--- src/rtl/wis_pkg.sv ---
// ----------------------------------------------------------------------------
// wis_pkg
// Shared types and constants for the weighted interval selection block.
// ----------------------------------------------------------------------------
package wis_pkg;

    localparam int DEF_MAX_INTERVALS = 1024;
    localparam int DEF_POS_BITS      = 17;
    localparam int DEF_VALUE_BITS    = 10;
    localparam int TOTAL_BITS        = 20;

    typedef enum logic [3:0] {
        ST_IDLE,
        ST_INS_CHK,
        ST_INS_CMP,
        ST_CMP_I,
        ST_I_LATCH,
        ST_J_TEST,
        ST_J_CMP,
        ST_STORE
    } t_state;

    typedef struct packed {
        logic load;
        logic ins_rd;
        logic ins_shift;
        logic ins_write;
        logic cmp_init;
        logic i_rd;
        logic i_latch;
        logic j_rd;
        logic j_acc;
        logic i_store;
        logic finish;
    } t_cmd;

    typedef struct packed {
        logic full;
        logic last;
        logic pos_zero;
        logic shift_needed;
        logic i_done;
        logic j_done;
    } t_stat;

endpackage

--- src/rtl/wis_ctrl.sv ---
// ----------------------------------------------------------------------------
// wis_ctrl
// Sequencer for sorted insertion and the quadratic chain evaluation.
// ----------------------------------------------------------------------------
module wis_ctrl (
    input  logic           i_clk,
    input  logic           i_rst_n,
    input  logic           start,
    output logic           busy,
    input  logic           i_last,
    input  wis_pkg::t_stat i_stat,
    output wis_pkg::t_cmd  o_cmd
);

    wis_pkg::t_state r_state;
    wis_pkg::t_state n_state;

    always_ff @(posedge i_clk) begin
        if (!i_rst_n) begin
            r_state <= wis_pkg::ST_IDLE;
        end else begin
            r_state <= n_state;
        end
    end

    always_comb begin
        n_state = r_state;
        o_cmd   = '0;
        unique case (r_state)
            wis_pkg::ST_IDLE: begin
                if (start) begin
                    o_cmd.load = 1'b1;
                    if (!i_stat.full) begin
                        n_state = wis_pkg::ST_INS_CHK;
                    end else if (i_last) begin
                        o_cmd.cmp_init = 1'b1;
                        n_state        = wis_pkg::ST_CMP_I;
                    end
                end
            end
            wis_pkg::ST_INS_CHK: begin
                if (i_stat.pos_zero) begin
                    o_cmd.ins_write = 1'b1;
                    o_cmd.cmp_init  = i_stat.last;
                    n_state = i_stat.last ? wis_pkg::ST_CMP_I : wis_pkg::ST_IDLE;
                end else begin
                    o_cmd.ins_rd = 1'b1;
                    n_state      = wis_pkg::ST_INS_CMP;
                end
            end
            wis_pkg::ST_INS_CMP: begin
                if (i_stat.shift_needed) begin
                    o_cmd.ins_shift = 1'b1;
                    n_state         = wis_pkg::ST_INS_CHK;
                end else begin
                    o_cmd.ins_write = 1'b1;
                    o_cmd.cmp_init  = i_stat.last;
                    n_state = i_stat.last ? wis_pkg::ST_CMP_I : wis_pkg::ST_IDLE;
                end
            end
            wis_pkg::ST_CMP_I: begin
                if (i_stat.i_done) begin
                    o_cmd.finish = 1'b1;
                    n_state      = wis_pkg::ST_IDLE;
                end else begin
                    o_cmd.i_rd = 1'b1;
                    n_state    = wis_pkg::ST_I_LATCH;
                end
            end
            wis_pkg::ST_I_LATCH: begin
                o_cmd.i_latch = 1'b1;
                n_state       = wis_pkg::ST_J_TEST;
            end
            wis_pkg::ST_J_TEST: begin
                if (i_stat.j_done) begin
                    n_state = wis_pkg::ST_STORE;
                end else begin
                    o_cmd.j_rd = 1'b1;
                    n_state    = wis_pkg::ST_J_CMP;
                end
            end
            wis_pkg::ST_J_CMP: begin
                o_cmd.j_acc = 1'b1;
                n_state     = wis_pkg::ST_J_TEST;
            end
            wis_pkg::ST_STORE: begin
                o_cmd.i_store = 1'b1;
                n_state       = wis_pkg::ST_CMP_I;
            end
            default: begin
                n_state = wis_pkg::ST_IDLE;
            end
        endcase
    end

    assign busy = (r_state != wis_pkg::ST_IDLE);

endmodule

--- config.mk ---
export PLATFORM = sky130hd
export DESIGN_NAME = wis_ctrl
export DESIGN_NICKNAME = d
export VERILOG_FILES = /design/src/rtl/wis_pkg.sv /design/src/rtl/wis_ctrl.sv
export SDC_FILE = /design/constraint.sdc
export NUM_CORES = 1
export LEC_CHECK = 0
export BUFFER_PORTS_ARGS = -buffer_cell sky130_fd_sc_hd__clkbuf_2
export CAP_MARGIN = 5
export CORE_AREA = 2 2 39 41
export DETAILED_ROUTE_END_ITERATION = 10
export DIE_AREA = 0 0 41 43
export MAX_ROUTING_LAYER = met4
export SKIP_CTS_REPAIR_TIMING = 1
export SYNTH_ARGS = -nofsm -noshare
export SYNTH_HDL_FRONTEND = slang
export SYNTH_SLANG_ARGS = --single-unit
--- constraint.sdc ---
create_clock -name i_clk -period 2.6 [get_ports i_clk]
set_input_delay 0.26 -clock i_clk [delete_from_list [all_inputs] [get_ports i_clk]]
set_output_delay 0.26 -clock i_clk [all_outputs]
set_load 0.005 [all_outputs]
==> metrics, run 1 <==
Die ar. 1760 um^2; Syn-to-layout area delta 42.1%; overall power 0.212 mW; Fin. Hold Viols 0; routability cong. 0.739; RSZ-0062 raised after global routing false; total length of routed wires 826 um; DRT Pass-1 Iters 4; fin util 31.1%; Peak supply drop 0.000115 V; clk buf depth 2; # setup viols final 0; number of synthesized register bits 3; IO Pins 22; core area 1380 um^2; Die Span Y 43 um; 1st-iter DRT viols 11; YS warnings 0; fraction of the yosys area taken by sequential cells 19.8%; max reg flops 3; max_slew headroom 76.8%; Most used DFF post-synth dfxtp_1; post-route ant nets 0; vias in the first global route 376; detailed-route via count 388; Vias per Instance 4.91; critical path required time 2340 ps; Worst Tran Pin Value 348 ps; post-route setup TNS 0 ps; synthesized area 303 um^2; final period utilization 68.2%; Leak 0.220 nW; Worst Path Max Fanout 11; PD cells 494 nW/um^2; overall routing resource usage 12.0%; final number of max-transition violations 0; Top Registers r_state: 3 flops; simple-gate share of the synthesized area 43.8%; Crit. End Element primary output; Post-Syn Nets 51; maximum number of pins on one net before global-route repair 12; Mapped Avg Cell Area 7.39 um^2; Fill cells 168; final worst slack 827 ps; Buffers on Ports 21; grt ovf 0; pre-CTS setup slack 1080 ps; ANT cells 0; f_max 564 MHz; Tmin final 1770 ps; CTS tree built; initial core utilization 21.9%; clk slew on worst S/H paths 40 ps; area fraction of the dominant cell type after synthesis 19.8%; drt drc 0; Clock Sinks 3; initial antenna violation count 0; ys async rst share 0%; mux cell area share after synthesis 0%; drt wl/cell 10.5 um; Post-Syn Instances 41; H-tree Lvls 1; first-pass GRT wire length 1380 um; Unique masters post-synth 28; Worst EP arrival 1510 ps; XOR/XNOR Fraction of Synth Area 0%; final net count 74; Post-synth EDFFs 0; Synth Area in Adders 0%; Die W 41 um; max-cap violations 0; fraction of layout cells with a size suffix above 1 42.9%; Hold Crit Class in2reg; TritonCTS Buffers 3; Clock Tree Root clkbuf_4; Skew-Pair Late Insertion Delay 240 ps; DP HPWL 641 um; Top reg by flops r_state; top post-synthesis cells by area dfxtp_1, and3_1, inv_1; main combinational cell family by area after synthesis simple AND/OR/NAND/NOR gates; Compound-Gate Fraction of Synth Area 23.6%; Synth area leader dfxtp_1; crit path launch type register; Final Skew 5.23 ps; Core Rows 14; status complete, no violations; Crit Path Category reg2out
routing by layer:
metal | vias up | GRT usage [%] | share of wire (%)
met5 | - | - | 0
met4 | 0 | 10.0 | 2.9
met3 | 2 | 3.14 | 10
met2 | 22 | 15.9 | 44
met1 | 169 | 14.4 | 43
li1 | 195 | - | -
report_power, final:
part	switching, mW	total, mW	internal [mW]
Clock	0.0273	0.0850	0.0577
Sequential	0.0116	0.0628	0.0513
Combinational	0.0319	0.0647	0.0328
Total	0.0707	0.212	0.142
through the flow:
| step | hold slack [ps] | instance area (um^2) | instances |
|---|---|---|---|
| finish | 259 | 430 | 79 |
| global route | 259 | 430 | 79 |
| CTS | 258 | 430 | 79 |
| detailed placement | 503 | 404 | 75 |
| global placement | 486 | 404 | 75 |
| floorplan | 377 | 303 | 41 |
synth_stat cells (2+ instances only):
cell and instances:
nand2_1 2, nor3_1 2, nor2b_1 2, dfxtp_1 3
and3_1 3, nor2_1 3, nand3b_1 2, inv_1 4
placed cells by master (no fill, tap or decap), types with 2 or more instances in the layout:
| cell | instances |
|---|---|
| and3_1 | 3 |
| nand2_1 | 2 |
| clkbuf_4 | 3 |
| clkbuf_2 | 21 |
| nor3_1 | 2 |
| nand3b_1 | 2 |
| nor2b_1 | 2 |
| dfxtp_1 | 3 |
| nor2_1 | 3 |
| inv_1 | 4 |
path summary, 6_finish.rpt:
kind	from	to	slack, ps	cells after the start
setup / recovery	r_state[1]	o_cmd[6]	830	4
setup reg to reg	r_state[2]	r_state[1]	1400	3
hold / removal	i_rst_n	r_state[2]	260	2
hold reg to reg	r_state[2]	r_state[0]	690	2
cell families (layout without fill, tap and decap cells):
group	Yosys count	in the layout
buffers and inverters	7	29
AND/OR/NAND/NOR	22	22
flip-flops	3	3
AO/OA/AOI/OAI	9	9
critical path, cell delays in order, from the launching register on:
cell	delay [ps]
dfxtp_1	470
or3b_1	400
a21oi_2	150
a32o_1	140
clkbuf_2	110
final cells by class:
type,instances,area [um^2],share of cell area (%)
multi-input cells,31,204,47.4
repair buffers,21,105,24.4
flip-flops and latches,3,60.1,14.0
clock buffers,4,26.3,6.10
well taps,16,20.0,4.65
inverters,4,15.0,3.49
Note: power is estimated with default switching activity, not from simulation.
==> inputs of run 2 (changes only) <==
==> constraint.sdc (replaced) <==
create_clock -name i_clk -period 1.6 [get_ports i_clk]
set_input_delay 0.16 -clock i_clk [delete_from_list [all_inputs] [get_ports i_clk]]
set_output_delay 0.16 -clock i_clk [all_outputs]
set_load 0.005 [all_outputs]
==> run 2 against run 1 <==
  * First-iteration DRC count decreased by 9.1%
  * Sequential power increased by 47%
  * Clock-buffer cell count stayed put
  * Critical path depth did not move
  * Critical path type unchanged
  * Largest power group is now combinational logic
==> metrics, run 2 (synthesis results as in run 1) <==
clk buf depth 2 (unchanged); post-route ant nets 0 (unchanged); initial antenna violation count 0 (unchanged); drt wl/cell 10.7 um (was 10.5 um); drt drc 0 (unchanged); DRT Pass-1 Iters 4 (unchanged); Peak supply drop 0.000221 V (was 0.000115 V); Skew-Pair Late Insertion Delay 230 ps (was 240 ps); final net count 77 (was 74); most frequent cells in the layout clkbuf_2, inv_1, and3_1, clkbuf_4, buf_4 (was clkbuf_2, inv_1); Worst Tran Pin Value 252 ps (was 348 ps); ANT cells 0 (unchanged); Core Rows 14 (unchanged); cell family with most CP delay simple AND/OR/NAND/NOR gates (was flip-flops); Worst Path Max Fanout 6 (was 11); total length of routed wires 881 um (was 826 um); max_slew headroom 83.1% (was 76.8%); core area 1380 um^2 (unchanged); maximum number of pins on one net before global-route repair 12 (unchanged); cell at the slowest stage of the critical path or3b_4 (was dfxtp_1); max-cap violations 0 (unchanged); Seq. cell area 63.8 um^2 (was 60.1 um^2); Syn-to-layout area delta 55.0% (was 42.1%); Crit Path Category reg2out (unchanged); routability cong. 0.800 (was 0.739); max reg flops 3 (unchanged); Clock power frac 36.4% (was 40.0%); Inst Count DP 77 (was 75); Top reg by flops r_state (unchanged); # setup viols final 0 (unchanged); detailed-route via count 390 (was 388); Vias per Instance 4.76 (was 4.91); Switching Share 31.9% (was 33.3%); critical path required time 1440 ps (was 2340 ps); final period utilization 95.7%; Leak 0.239 nW (was 0.220 nW); footprint of the multi-input gates 216 um^2 (was 204 um^2); fraction of layout cells with a size suffix above 1 50.0% (was 42.9%); overall routing resource usage 11.3% (was 12.0%); PD cells 768 nW/um^2 (was 494 nW/um^2); DP HPWL 651 um (was 641 um); first-pass GRT wire length 1300 um (was 1380 um); post-route setup TNS 0 ps (unchanged); Die W 41 um (unchanged); H-tree Lvls 1 (unchanged); final number of max-transition violations 0 (unchanged); Clock Sinks 3 (unchanged); Int Power 0.245 mW (was 0.142 mW); 1st-iter DRT viols 10 (was 11); Die ar. 1760 um^2 (unchanged); status complete, no violations (unchanged); final worst slack 68.2 ps (was 827 ps); Crit. End Element primary output (unchanged); critical path cell sequence or3b_4 -> a21oi_4 -> a32o_1 -> clkbuf_2 (was or3b_1 -> a21oi_2 -> a32o_1 -> clkbuf_2); slowest cell delay on critical path 380 ps (was 470 ps); CTS tree built (unchanged); design area 469 um^2 (was 430 um^2); Psw 0.115 mW (was 0.0707 mW); final std cells w/o fill 82 (was 79); grt ovf 0 (unchanged); Comb pwr share 38.0% (was 30.4%); initial core utilization 21.9% (unchanged); TritonCTS Buffers 3 (unchanged); Fin. Hold Viols 0 (unchanged); crit path launch type register (unchanged); Fill cells 153 (was 168); Hold Crit Class in2reg (unchanged); Top Registers r_state: 3 flops (unchanged); Worst EP arrival 1370 ps (was 1510 ps); Tmin final 1530 ps; DP Area 419 um^2 (was 404 um^2); Flop pwr share 25.6% (was 29.6%); RSZ-0062 raised after global routing false (unchanged); Final Skew 1.74 ps (was 5.23 ps); f_max 653 MHz; IO Pins 22 (unchanged); Die Span Y 43 um (unchanged); Buffers on Ports 21 (unchanged); pre-CTS setup slack 248 ps (was 1080 ps); most common cell after layout, fill and taps aside clkbuf_2 (unchanged); clk slew on worst S/H paths 40 ps (about the same); Clock Tree Root clkbuf_4 (unchanged); vias in the first global route 360 (was 376); Buf/Inv on CP 1 (unchanged)
## run 2: cell types whose count changed in the layout (fill, tap and decap cells not counted), sizes merged
cell / previous run / this run
buf: 0 / 3
## run 2: routing by layer
layer  global-route usage, %  vias to the layer above  part of all wire, %
met1                    12.5                      171                   44
met4                    8.00                        0                    0
met5                       -                        -                    0
met3                    3.14                        0                  9.5
li1                        -                      203                    -
met2                    16.6                       16                   46
## run 2: final cells by class
| cell class | instances | area share (%) |
|---|---|---|
| Clock buffer | 4 | 5.60 |
| Inverter | 4 | 3.20 |
| Multi-Input combinational cell | 31 | 46.1 |
| Sequential cell | 3 | 13.6 |
| Timing Repair Buffer | 24 | 27.2 |
| Tap cell | 16 | 4.27 |
## run 2: worst paths after layout
kind / startpoint / endpoint / slack (ps) / depth (start not counted)
max: r_state[0] / o_cmd[6] / 70 / 4
min: i_rst_n / r_state[2] / 150 / 2
max reg2reg: r_state[1] / r_state[0] / 470 / 4
min reg2reg: r_state[0] / r_state[1] / 630 / 2
## run 2: power by group through the flow
stage / Clock [mW] / Combinational [mW] / Sequential, mW
final: 0.131 / 0.137 / 0.0924
after global routing: 0.146 / 0.155 / 0.0930
after CTS: 0.137 / 0.119 / 0.0953
after detailed placement: 0 / 0.118 / 0.0964
after global placement: 0 / 0.119 / 0.0954
after floorplan: 0 / 0.0849 / 0.0875
## run 2: metrics by stage
stage / hold slack [ps] / power (mW) / util (%)
2_1_floorplan: 277 / 0.172 / -
6_report: 154 / 0.360 / 33.9
4_1_cts: 151 / 0.351 / 32.2
3_5_place_dp: 388 / 0.214 / 30.3
3_3_place_gp: 396 / 0.214 / 30.3
5_1_grt: 156 / 0.394 / 33.9
